--- src/hdl/tnse_pkg.sv ---
// Package for the text normalizer with space escape.
// Holds the stream types, the byte constants and the escape lookup.
// No dependencies.
package tnse_pkg;

    typedef struct packed {
        logic [7:0] in_byte;
        logic       in_last;
    } in_item_t;

    typedef struct packed {
        logic [7:0] out_byte;
        logic       out_has_byte;
        logic       out_last;
    } out_item_t;

    // One character (or end of text) handed from the front to the back.
    typedef struct packed {
        logic       is_end;
        logic       last_step;
        logic [7:0] ch;
    } tok_t;

    localparam int LIST_DEPTH = 4;
    localparam int LIST_CNT_W = $clog2(LIST_DEPTH + 1);
    localparam int FIFO_DEPTH = 4;
    localparam int FIFO_PTR_W = $clog2(FIFO_DEPTH);
    localparam int FIFO_CNT_W = $clog2(FIFO_DEPTH + 1);

    localparam logic [7:0] BYTE_EF    = 8'hEF;
    localparam logic [7:0] BYTE_BC    = 8'hBC;
    localparam logic [7:0] BYTE_BD    = 8'hBD;
    localparam logic [7:0] BYTE_80    = 8'h80;
    localparam logic [7:0] BYTE_81    = 8'h81;
    localparam logic [7:0] BYTE_BF    = 8'hBF;
    localparam logic [7:0] BYTE_9E    = 8'h9E;
    localparam logic [7:0] BYTE_SPACE = 8'h20;
    localparam logic [7:0] BYTE_TAB   = 8'h09;
    localparam logic [7:0] BYTE_CR    = 8'h0D;
    localparam logic [7:0] OFS_BC     = 8'h60;
    localparam logic [7:0] OFS_BD     = 8'h20;

    localparam logic [1:0] HELD_NONE = 2'd0;
    localparam logic [1:0] HELD_ONE  = 2'd1;
    localparam logic [1:0] HELD_TWO  = 2'd2;

    localparam logic [1:0] ESC_LEN = 2'd3;

    function automatic logic [7:0] esc_byte(input logic [1:0] idx);
        logic [7:0] b;
        case (idx)
            2'd0:    b = 8'hE2;
            2'd1:    b = 8'h96;
            default: b = 8'h81;
        endcase
        return b;
    endfunction

    function automatic logic is_space(input logic [7:0] c);
        return (c == BYTE_SPACE) || ((c >= BYTE_TAB) && (c <= BYTE_CR));
    endfunction

endpackage

--- src/hdl/tnse_front.sv ---
// Front end: accepts raw bytes, resolves fullwidth EF sequences and
// pushes a list of characters plus an end token. Uses tnse_pkg.
module tnse_front (
    input  logic                clk,
    input  logic                rst_n,
    input  logic                byte_valid,
    output logic                byte_stall,
    input  tnse_pkg::in_item_t  byte_item,
    output logic                push,
    output tnse_pkg::tok_t      push_tok,
    input  logic                fifo_full
);

    logic [1:0]                      hc_reg, hc_next;
    logic                            sec_bd_reg, sec_bd_next;
    tnse_pkg::tok_t [tnse_pkg::LIST_DEPTH-1:0] lst_reg, lst_next, new_lst;
    logic [tnse_pkg::LIST_CNT_W-1:0] cnt_reg, cnt_next, new_cnt;
    logic                            acc;
    logic                            do_fresh;
    logic [7:0]                      b;
    logic [7:0]                      sec_byte;
    logic                            last;

    assign b        = byte_item.in_byte;
    assign last     = byte_item.in_last;
    assign sec_byte = {7'b1011110, sec_bd_reg};

    assign byte_stall = (cnt_reg > tnse_pkg::LIST_CNT_W'(1))
                     || ((cnt_reg == tnse_pkg::LIST_CNT_W'(1)) && fifo_full);
    assign acc        = byte_valid && !byte_stall;
    assign push       = (cnt_reg != '0) && !fifo_full;
    assign push_tok   = lst_reg[0];

    always_comb
    begin
        new_lst     = '0;
        new_cnt     = '0;
        hc_next     = hc_reg;
        sec_bd_next = sec_bd_reg;
        do_fresh    = 1'b0;
        case (hc_reg)
            tnse_pkg::HELD_ONE:
            begin
                if ((b == tnse_pkg::BYTE_BC) || (b == tnse_pkg::BYTE_BD))
                begin
                    hc_next     = tnse_pkg::HELD_TWO;
                    sec_bd_next = b[0];
                end
                else
                begin
                    new_lst[new_cnt[1:0]] = '{is_end: 1'b0, last_step: last,
                                              ch: tnse_pkg::BYTE_EF};
                    new_cnt  = new_cnt + 1'b1;
                    do_fresh = 1'b1;
                end
            end
            tnse_pkg::HELD_TWO:
            begin
                hc_next = tnse_pkg::HELD_NONE;
                if (!sec_bd_reg && (b >= tnse_pkg::BYTE_81) && (b <= tnse_pkg::BYTE_BF))
                begin
                    new_lst[new_cnt[1:0]] = '{is_end: 1'b0, last_step: last,
                                              ch: b - tnse_pkg::OFS_BC};
                    new_cnt = new_cnt + 1'b1;
                end
                else if (sec_bd_reg && (b >= tnse_pkg::BYTE_80)
                         && (b <= tnse_pkg::BYTE_9E))
                begin
                    new_lst[new_cnt[1:0]] = '{is_end: 1'b0, last_step: last,
                                              ch: b - tnse_pkg::OFS_BD};
                    new_cnt = new_cnt + 1'b1;
                end
                else
                begin
                    new_lst[new_cnt[1:0]] = '{is_end: 1'b0, last_step: last,
                                              ch: tnse_pkg::BYTE_EF};
                    new_cnt = new_cnt + 1'b1;
                    new_lst[new_cnt[1:0]] = '{is_end: 1'b0, last_step: last,
                                              ch: sec_byte};
                    new_cnt  = new_cnt + 1'b1;
                    do_fresh = 1'b1;
                end
            end
            default:
            begin
                do_fresh = 1'b1;
            end
        endcase

        if (do_fresh)
        begin
            if (b == tnse_pkg::BYTE_EF)
            begin
                hc_next = tnse_pkg::HELD_ONE;
            end
            else
            begin
                hc_next = tnse_pkg::HELD_NONE;
                new_lst[new_cnt[1:0]] = '{is_end: 1'b0, last_step: last, ch: b};
                new_cnt = new_cnt + 1'b1;
            end
        end

        if (last)
        begin
            if (hc_next != tnse_pkg::HELD_NONE)
            begin
                new_lst[new_cnt[1:0]] = '{is_end: 1'b0, last_step: 1'b1,
                                          ch: tnse_pkg::BYTE_EF};
                new_cnt = new_cnt + 1'b1;
            end
            if (hc_next == tnse_pkg::HELD_TWO)
            begin
                new_lst[new_cnt[1:0]] = '{is_end: 1'b0, last_step: 1'b1,
                                          ch: {7'b1011110, sec_bd_next}};
                new_cnt = new_cnt + 1'b1;
            end
            new_lst[new_cnt[1:0]] = '{is_end: 1'b1, last_step: 1'b1, ch: 8'h00};
            new_cnt = new_cnt + 1'b1;
            hc_next = tnse_pkg::HELD_NONE;
        end
    end

    always_comb
    begin
        lst_next = lst_reg;
        cnt_next = cnt_reg;
        if (acc)
        begin
            lst_next = new_lst;
            cnt_next = new_cnt;
        end
        else if (push)
        begin
            lst_next = {tnse_pkg::tok_t'('0), lst_reg[tnse_pkg::LIST_DEPTH-1:1]};
            cnt_next = cnt_reg - 1'b1;
        end
    end

    always_ff @(posedge clk or negedge rst_n)
    begin
        if (!rst_n)
        begin
            hc_reg     <= tnse_pkg::HELD_NONE;
            sec_bd_reg <= 1'b0;
            cnt_reg    <= '0;
        end
        else
        begin
            if (acc)
            begin
                hc_reg     <= hc_next;
                sec_bd_reg <= sec_bd_next;
            end
            cnt_reg <= cnt_next;
        end
    end

    always_ff @(posedge clk)
    begin
        lst_reg <= lst_next;
    end

`ifndef SYNTHESIS
    a_list_bound: assert property (@(posedge clk) disable iff (!rst_n)
        (cnt_reg <= tnse_pkg::LIST_CNT_W'(tnse_pkg::LIST_DEPTH)) && (hc_reg != 2'd3))
        else $error("front list count or held count out of range");
`endif

endmodule

--- src/hdl/tnse_fifo.sv ---
// Small register queue of character tokens between front and back.
// Uses tnse_pkg.
module tnse_fifo (
    input  logic           clk,
    input  logic           rst_n,
    input  logic           push,
    input  tnse_pkg::tok_t push_tok,
    output logic           full,
    input  logic           pop,
    output tnse_pkg::tok_t head,
    output logic           head_valid
);

    tnse_pkg::tok_t                  mem_reg [tnse_pkg::FIFO_DEPTH];
    logic [tnse_pkg::FIFO_PTR_W-1:0] wr_reg, rd_reg;
    logic [tnse_pkg::FIFO_CNT_W-1:0] cnt_reg, cnt_next;

    assign full       = (cnt_reg == tnse_pkg::FIFO_CNT_W'(tnse_pkg::FIFO_DEPTH));
    assign head_valid = (cnt_reg != '0);
    assign head       = mem_reg[rd_reg];

    always_comb
    begin
        cnt_next = cnt_reg;
        case ({push, pop})
            2'b10:   cnt_next = cnt_reg + 1'b1;
            2'b01:   cnt_next = cnt_reg - 1'b1;
            default: cnt_next = cnt_reg;
        endcase
    end

    always_ff @(posedge clk or negedge rst_n)
    begin
        if (!rst_n)
        begin
            wr_reg  <= '0;
            rd_reg  <= '0;
            cnt_reg <= '0;
        end
        else
        begin
            if (push)
            begin
                wr_reg <= wr_reg + 1'b1;
            end
            if (pop)
            begin
                rd_reg <= rd_reg + 1'b1;
            end
            cnt_reg <= cnt_next;
        end
    end

    always_ff @(posedge clk)
    begin
        if (push)
        begin
            mem_reg[wr_reg] <= push_tok;
        end
    end

`ifndef SYNTHESIS
    a_fifo_safe: assert property (@(posedge clk) disable iff (!rst_n)
        (!pop || head_valid) && (!push || !full))
        else $error("token queue overflow or underflow");
`endif

endmodule

--- src/hdl/tnse_back.sv ---
// Back end: applies space collapsing and escape insertion, holds one byte
// of lookahead to place the end mark, and drives the output register. Uses tnse_pkg.
module tnse_back (
    input  logic                clk,
    input  logic                rst_n,
    input  tnse_pkg::tok_t      tok,
    input  logic                tok_valid,
    output logic                pop,
    output logic                norm_valid,
    input  logic                norm_stall,
    output tnse_pkg::out_item_t norm_item
);

    logic                started_reg, started_next;
    logic                pending_reg, pending_next;
    logic [1:0]          esc_reg, esc_next;
    logic                hold_valid_reg, hold_valid_next;
    logic [7:0]          hold_byte_reg, hold_byte_next;
    logic                hold_last_reg, hold_last_next;
    logic                out_valid_reg, out_valid_next;
    tnse_pkg::out_item_t out_reg, out_next;
    logic                out_load;
    logic                load;
    tnse_pkg::out_item_t load_val;
    logic                prod;
    logic [7:0]          prod_byte;
    logic                need_esc;

    assign norm_valid = out_valid_reg;
    assign norm_item  = out_reg;
    assign out_load   = !out_valid_reg || !norm_stall;
    assign need_esc   = !started_reg || pending_reg;

    always_comb
    begin
        started_next    = started_reg;
        pending_next    = pending_reg;
        esc_next        = esc_reg;
        hold_valid_next = hold_valid_reg;
        hold_byte_next  = hold_byte_reg;
        hold_last_next  = hold_last_reg;
        pop             = 1'b0;
        load            = 1'b0;
        load_val        = '0;
        prod            = 1'b0;
        prod_byte       = tok.ch;

        if (tok_valid)
        begin
            if (tok.is_end)
            begin
                if (out_load)
                begin
                    load = 1'b1;
                    if (hold_valid_reg)
                    begin
                        load_val        = '{out_byte: hold_byte_reg, out_has_byte: 1'b1,
                                            out_last: hold_last_reg};
                        hold_valid_next = 1'b0;
                        if (hold_last_reg)
                        begin
                            pop          = 1'b1;
                            started_next = 1'b0;
                            pending_next = 1'b0;
                        end
                    end
                    else
                    begin
                        load_val     = '{out_byte: 8'h00, out_has_byte: 1'b0,
                                         out_last: 1'b1};
                        pop          = 1'b1;
                        started_next = 1'b0;
                        pending_next = 1'b0;
                    end
                end
            end
            else if (tnse_pkg::is_space(tok.ch))
            begin
                pop = 1'b1;
                if (started_reg)
                begin
                    pending_next = 1'b1;
                end
            end
            else if (!hold_valid_reg || out_load)
            begin
                prod = 1'b1;
                if (need_esc && (esc_reg != tnse_pkg::ESC_LEN))
                begin
                    prod_byte = tnse_pkg::esc_byte(esc_reg);
                    esc_next  = esc_reg + 1'b1;
                end
                else
                begin
                    esc_next     = '0;
                    pop          = 1'b1;
                    started_next = 1'b1;
                    pending_next = 1'b0;
                end
            end
        end

        if (prod)
        begin
            if (hold_valid_reg)
            begin
                load     = 1'b1;
                load_val = '{out_byte: hold_byte_reg, out_has_byte: 1'b1, out_last: 1'b0};
            end
            hold_valid_next = 1'b1;
            hold_byte_next  = prod_byte;
            hold_last_next  = tok.last_step;
        end

        out_valid_next = out_load ? load : out_valid_reg;
        out_next       = load ? load_val : out_reg;
    end

    always_ff @(posedge clk or negedge rst_n)
    begin
        if (!rst_n)
        begin
            started_reg    <= 1'b0;
            pending_reg    <= 1'b0;
            esc_reg        <= '0;
            hold_valid_reg <= 1'b0;
            out_valid_reg  <= 1'b0;
        end
        else
        begin
            started_reg    <= started_next;
            pending_reg    <= pending_next;
            esc_reg        <= esc_next;
            hold_valid_reg <= hold_valid_next;
            out_valid_reg  <= out_valid_next;
        end
    end

    always_ff @(posedge clk)
    begin
        hold_byte_reg <= hold_byte_next;
        hold_last_reg <= hold_last_next;
        out_reg       <= out_next;
    end

`ifndef SYNTHESIS
    a_esc_has_tok: assert property (@(posedge clk) disable iff (!rst_n)
        (esc_reg != 2'd0) |-> (tok_valid && !tok.is_end))
        else $error("escape in progress without a character token");

    a_pending_started: assert property (@(posedge clk) disable iff (!rst_n)
        pending_reg |-> started_reg)
        else $error("space pending before text started");

    a_end_marks_last: assert property (@(posedge clk) disable iff (!rst_n)
        (pop && tok_valid && tok.is_end) |=>
            (out_valid_reg && out_reg.out_last && !started_reg && !hold_valid_reg))
        else $error("end of text did not produce a final result");
`endif

endmodule

--- src/hdl/text_normalizer_space_escape.sv ---
// Text normalizer with space escape: NFKC-lite byte stream to escaped stream.
// A byte waits in a one-byte lookahead until the next output byte or the end of
// text is known. Throughput: one output byte per cycle from the back end while
// norm_stall is low; one input byte per cycle while each byte yields one token
// and the queue has room; extra tokens (end of text, failed EF sequence) and
// inserted escapes can stall the input. Reset: rst_n async, active low.
module text_normalizer_space_escape (
    input  logic                clk,
    input  logic                rst_n,
    input  logic                byte_valid,
    output logic                byte_stall,
    input  tnse_pkg::in_item_t  byte_item,
    output logic                norm_valid,
    input  logic                norm_stall,
    output tnse_pkg::out_item_t norm_item
);

    logic           push;
    tnse_pkg::tok_t push_tok;
    logic           fifo_full;
    logic           pop;
    tnse_pkg::tok_t head;
    logic           head_valid;

    tnse_front u_front (
        .clk        (clk),
        .rst_n      (rst_n),
        .byte_valid (byte_valid),
        .byte_stall (byte_stall),
        .byte_item  (byte_item),
        .push       (push),
        .push_tok   (push_tok),
        .fifo_full  (fifo_full)
    );

    tnse_fifo u_fifo (
        .clk        (clk),
        .rst_n      (rst_n),
        .push       (push),
        .push_tok   (push_tok),
        .full       (fifo_full),
        .pop        (pop),
        .head       (head),
        .head_valid (head_valid)
    );

    tnse_back u_back (
        .clk        (clk),
        .rst_n      (rst_n),
        .tok        (head),
        .tok_valid  (head_valid),
        .pop        (pop),
        .norm_valid (norm_valid),
        .norm_stall (norm_stall),
        .norm_item  (norm_item)
    );

endmodule
--- config.mk ---
export PLATFORM = sky130hd
export DESIGN_NAME = text_normalizer_space_escape
export DESIGN_NICKNAME = d
export VERILOG_FILES = /design/src/hdl/tnse_pkg.sv /design/src/hdl/tnse_front.sv /design/src/hdl/tnse_fifo.sv /design/src/hdl/tnse_back.sv /design/src/hdl/text_normalizer_space_escape.sv
export SDC_FILE = /design/constraint.sdc
export NUM_CORES = 1
export LEC_CHECK = 0
export ABC_AREA = 1
export BUFFER_PORTS_ARGS = -buffer_cell sky130_fd_sc_hd__buf_2
export CORE_ASPECT_RATIO = 1.25
export CORE_UTILIZATION = 45
export CTS_CLUSTER_SIZE = 28
export DETAILED_ROUTE_END_ITERATION = 6
export GPL_TIMING_DRIVEN = 1
export PLACE_DENSITY_LB_ADDON = 0.3
export SLEW_MARGIN = 25
export SYNTH_ARGS = -nofsm -noshare
export SYNTH_HDL_FRONTEND = slang
export SYNTH_HIERARCHICAL = 1
export SYNTH_SLANG_ARGS = --single-unit
--- constraint.sdc ---
create_clock -name clk -period 4.3 [get_ports clk]
set_clock_uncertainty 0.15 [all_clocks]
set_input_delay 0.86 -clock clk [delete_from_list [all_inputs] [get_ports clk]]
set_output_delay 0.86 -clock clk [all_outputs]
set_load 0.05 [all_outputs]
## Word-level counts from Yosys, hierarchy flattened

Memories as Yosys holds them, arrays and structs flattened.
Cells that the tools add are included.
Widths: inputs -> output; s select.

- Add/sub/neg operators: 12
- $lt $le $gt $ge: 15
- Equal/unequal tests: 19
- Bitwise gates (word level): 8
- Muxes and demuxes: 99
- Reduce and logical (&&, ||, !) cells: 41

Operator list:

| cell | count |
|---|---|
| $mux 40 | 9 |
| $mux 10 | 12 |
| $bwmux 40 | 2 |
| $demux 10 s2 | 4 |
| $mux 8 | 7 |
| $mux 1 | 42 |
| $and 32x32->32 | 1 |
| $not 32->32 | 1 |
| $or 32x32->32 | 1 |
| $mux 3 | 10 |
| $eq 8x8->1 const B | 3 |
| $mux 9 | 2 |
| $pmux 9 s2 | 1 |
| $ge 8x8->1 const B | 2 |
| $le 8x8->1 const B | 2 |
| $add 3x1->3 const B | 5 |
| $pmux 7 s2 | 1 |
| $reduce_bool 2->1 | 7 |
| $logic_and 1x1->1 | 13 |
| $lt 2x3->1 const B | 4 |
| $pmux 3 s2 | 2 |
| $reduce_and 6->1 | 2 |
| $mux 2 | 5 |
| $reduce_bool 3->1 | 3 |
| 28 further kinds | 53 |

- Output and inout bits: 12
- Register bits: 78
- Bits in writable memories: 40
- Memories kept: 1
- Logic and storage cells: 223
- Input port bits: 13

Memories:

| name | depth | bits a word | rd ports | clocked after Yosys merged registers in | wr ports | RTL line | text |
|---|---|---|---|---|---|---|---|
| u_fifo.mem_reg | 4 | 10 | 1 | 0 | 1 | tnse_fifo.sv:14 | `tnse_pkg::tok_t mem_reg [tnse_pkg::FIFO_DEPTH];` |

## Depth between registers and ports, before layout

- Depth after elaboration: 23
- Depth in mapped cells: 28
- Depth with buffers taken out: 28

## Modules after synthesis

The synthesis kept the hierarchy.

Modules (own cells, without submodules):

| module | area an instance (um2) | seq. area each (um2) | cells an instance | times used |
|---|---|---|---|---|
| tnse_front | 3410.8 | 1351.3 | 415 | 1 |
| tnse_fifo | 2047.0 | 1376.3 | 166 | 1 |
| tnse_back | 1247.4 | 720.7 | 116 | 1 |

## Worst setup path after synthesis

No wires, ideal clock.

- Path type: input to register
- Start: in byte_item[7] in the netlist's numbering
- End: reg u_front/lst_reg[12] in the netlist's numbering (data pin)
- Arrival time: 4.282 ns
- Required time: 3.997 ns
- Buffers on the path: 0
- Cell stages on the path: 23
- Library setup time: 0.153 ns
- Setup slack: -0.285 ns
- Path through: inv_1 -> ha_1 -> nand3_1 -> nand2_1 -> nand3_1 -> nand3_4 -> inv_1 -> nand2_1 -> ha_1 -> o21ai_0 -> nand2_1 -> ha_1 -> o22ai_2 -> inv_1 -> ha_1 -> o21ai_1 -> inv_1 -> ha_1 -> nand2_1 -> nand2_1 -> nor3_1 -> a21oi_1 -> o21ai_0

RTL lines:

| what | RTL line | text |
|---|---|---|
| from (decl) | text_normalizer_space_escape.sv:12 | `input tnse_pkg::in_item_t byte_item,` |
| to (signal assigned) | tnse_front.sv:161 | `lst_reg <= lst_next;` |
| to (decl) | tnse_front.sv:16 | `tnse_pkg::tok_t [tnse_pkg::LIST_DEPTH-1:0] lst_reg, lst_next, new_lst;` |

==> impl_metrics.yaml <==
synth:
  yosys.cell_count.top_type: "nand2_1"
  syn_nets: 745
  synth_top_cell_by_area: "edfxtp_1"
  synth.top_cells.by_count: "nand2_1, inv_1, edfxtp_1, o21ai_0, ha_1"
  synthTopCellsByArea: "edfxtp_1, nand2_1, dfrtp_1, ha_1, inv_1"
  ys_seq_elements: 118
  synth_cell_types: 57
  yosys_warnings: 6
  synthCells: 697
  ys_async_sr_fraction_pct: 16.10
  synth-main-ff-cell: "edfxtp_1"
  avgSynthCellArea_um2: 9.620
  syn_area_um2: 6705
  synth_edf_count: 99
  synth_seq_area_share_pct: 51.43
  synth_top_area_share_pct: 44.34
timing:
  min_period_ns: 4.099
  tightest_slew_ns: 0.8502
  fmax_ghz: 0.2440
  rsz0062_at_grt: "no"
  holdWs_ns: 0.2724
  setup_viol: 0
  drv_slew: 0
  fin_crit_sh_pct: 95.33
  hold_viol: 0
  relSlewSlack_pct: 43.32
place:
  dp_hpwl_um: 11500
  portBuffers: 24
  gp_congestion: 0.9024
cts:
  cts_root_buf: "clkbuf_16"
  cts_hold_buf: 0
  clk_pin_slew_ns: 0.05
  cts_tree: "done"
  clock_latency_ns: 0.41
  clk_path_buf_depth: 2
  h-tree-depth: 4
  clock-sinks: 118
  cts_made_buffers: 17
layout:
  nets: 810
  fin_util_pct: 54.33
  area_growth_syn_to_layout_pct: 17.24
  drive_gt1_share_pct: 22.58
  antenna_cells: 0
  n_fill_cell: 1265
  largest_reg_flops: 40
power_and_ir_drop:
  total_power_uw: 5956
  peakVddDrop_v: 0.0002935
  p_leak_uw: 0.003554
  p_per_area_nw_per_um2: 757.6
floorplan:
  chipWidth_um: 111.2
  fp.coreArea_um2: 14470
  start_util_pct: 46.34
  die_area_um2: 15400
  row_count: 49
  io_pins: 25
  die_h_um: 138.5
drt:
  firstDrtPassIters: 7
  first_iter_violations: 336
  ant_nets: 0
  via_count: 4952
  vias_per_cell: 5.196
  drt_wl_total_um: 15210
  avgRoutedWirePerCell_um: 15.96
  drc: 6
setup_path:
  ff2ff_path_depth: 20
  worstPathArrival_ns: 4.11
  critPathKind: "in -> reg"
  max_stage_delay_ns: 0.31
  worstSetupStartpointType: "primary input"
  cp-end-kind: "flop"
  cp_data_required_time_ns: 4.31
  path_depth: 24
  crit_top_cell: "ha_1"
  crit_buf_inv: 8
  path_delay_family: "adder cells"
  cp_slowest_cell: "ha_1"
  crit_path_cell_trace: "buf_2 -> inv_2 -> buf_4 -> nor3_4 -> nand2_2 -> nand2_1 -> nor2_1 -> inv_1 -> nand2_2 -> ha_1 -> o21ai_1 -> nand2_1 -> ha_1 -> o22ai_2 -> inv_2 -> ha_1 -> o21ai_2 -> inv_1 -> ha_1 -> nand2_1 -> nand2_2 -> buf_4 -> buf_4 -> o21a_1"
  crit_fanout: 6
grt:
  grt_pass1_wl_um: 24700
  grt.overflow.total: 0
  grt_busiest_layer: "met2"
  global_route.usage.met3_pct: 3.244
  grt_pass1_vias: 5109
  grt.total_usage_pct: 20.76
  grt_max_degree: 42
  antenna_found_initial: 0
  use_met1_pct: 22.07
  grtUsageMet2_pct: 39.47
outcome:
  failed_checks: "design-rule violations"
  status: "finished, violations left"
hold_path:
  min_path_type: "in -> async"
run:
  cap_violations: 0
==> where the power goes <==
group / internal, uW / total, uW / leakage, uW / switching (uW)
clock: 900 / 1400 / 0.000273 / 498
combinational: 689 / 2250 / 0.00204 / 1560
sequential: 2060 / 2310 / 0.00124 / 250
total: 3640 / 5960 / 0.00355 / 2310
==> per-layer routing <==
layer | vias to the layer above | routed length (um)
met5 | - | 0
met3 | 34 | 438
met1 | 2365 | 5942
met4 | 0 | 462
met2 | 100 | 8370
li1 | 2453 | -
==> cells in the final DEF (no fill, tap or decap), types with 6 or more instances in the layout <==
master,Yosys,layout
clkbuf_16,0,17
nor2_1,32,31
buf_2,3,24
nand2_1,159,155
nor3_1,7,6
o211ai_1,22,22
o21ai_0,41,38
a21boi_2,7,7
dfrtp_1,19,19
inv_1,103,99
edfxtp_1,99,99
inv_2,12,16
nand2_2,12,16
a21oi_1,24,23
o21ai_1,11,13
ha_1,34,34
buf_4,11,48
nand3_1,17,16
==> stage by stage <==
step           worst slack, ns  setup TNS, ns  area, um^2  instances
3_5_place_dp           -0.2608         -4.443        7222        919
5_1_grt               0.008858              0        7861        953
4_1_cts                 0.1747              0        7809        951
6_report                0.2009              0        7861        953
3_3_place_gp          -0.09006        -0.7860        7222        919
2_1_floorplan          0.02003              0        6725        697
==> timing repair <==
action,CTS,global route
resized for setup,0,13
setup endpoints to repair,0,9
setup buffers,0,2
==> area by class of cell <==
class,instances,area [um^2],area share [%]
clock buffers,17,425.4,5.411
clock inverters,15,161.4,2.053
inverters,116,437.9,5.571
multi-input cells,437,2685,34.16
flip-flops and latches,118,3448,43.86
well taps,178,222.7,2.833
repair buffers,72,480.5,6.112
==> worst register-to-register path: stages, from the launching register on <==
cell     delay, ns
dfrtp_1       0.36
inv_1         0.07
ha_1          0.38
nor2_1        0.28
nand2_2       0.11
nand2_2       0.08
ha_1          0.25
o21ai_1       0.13
nand2_1       0.09
ha_1          0.31
o22ai_2       0.16
inv_2         0.06
ha_1          0.30
o21ai_2       0.20
inv_1         0.09
ha_1          0.21
nand2_1       0.08
nand2_2       0.11
buf_4         0.17
buf_4         0.12
o21a_1        0.09
==> path summary, 6_finish.rpt <==
check | from | end | slack (ns)
max reg2reg | u_front/hc_reg[0] | u_front/lst_reg[19] | 0.28
max | byte_item[6] | u_front/lst_reg[19] | 0.20
min in group clk | u_fifo/cnt_reg[2] | u_fifo/cnt_reg[2] | 0.34
min reg2reg | u_fifo/cnt_reg[2] | u_fifo/cnt_reg[2] | 0.34
min | rst_n | u_front/sec_bd_reg | 0.27
max in group asynchronous | rst_n | u_fifo/cnt_reg[1] | 3.36
==> cells by family after synthesis <==
group	share of synthesized area (%)
AOI/OAI and AO/OA	13.27
xor gates and xnor gates	1.288
adders and majority gates	6.643
buffers and inverters	9.386
DFF	51.43
and+or+nand+nor	17.99
(Power assumes the default switching activity.)
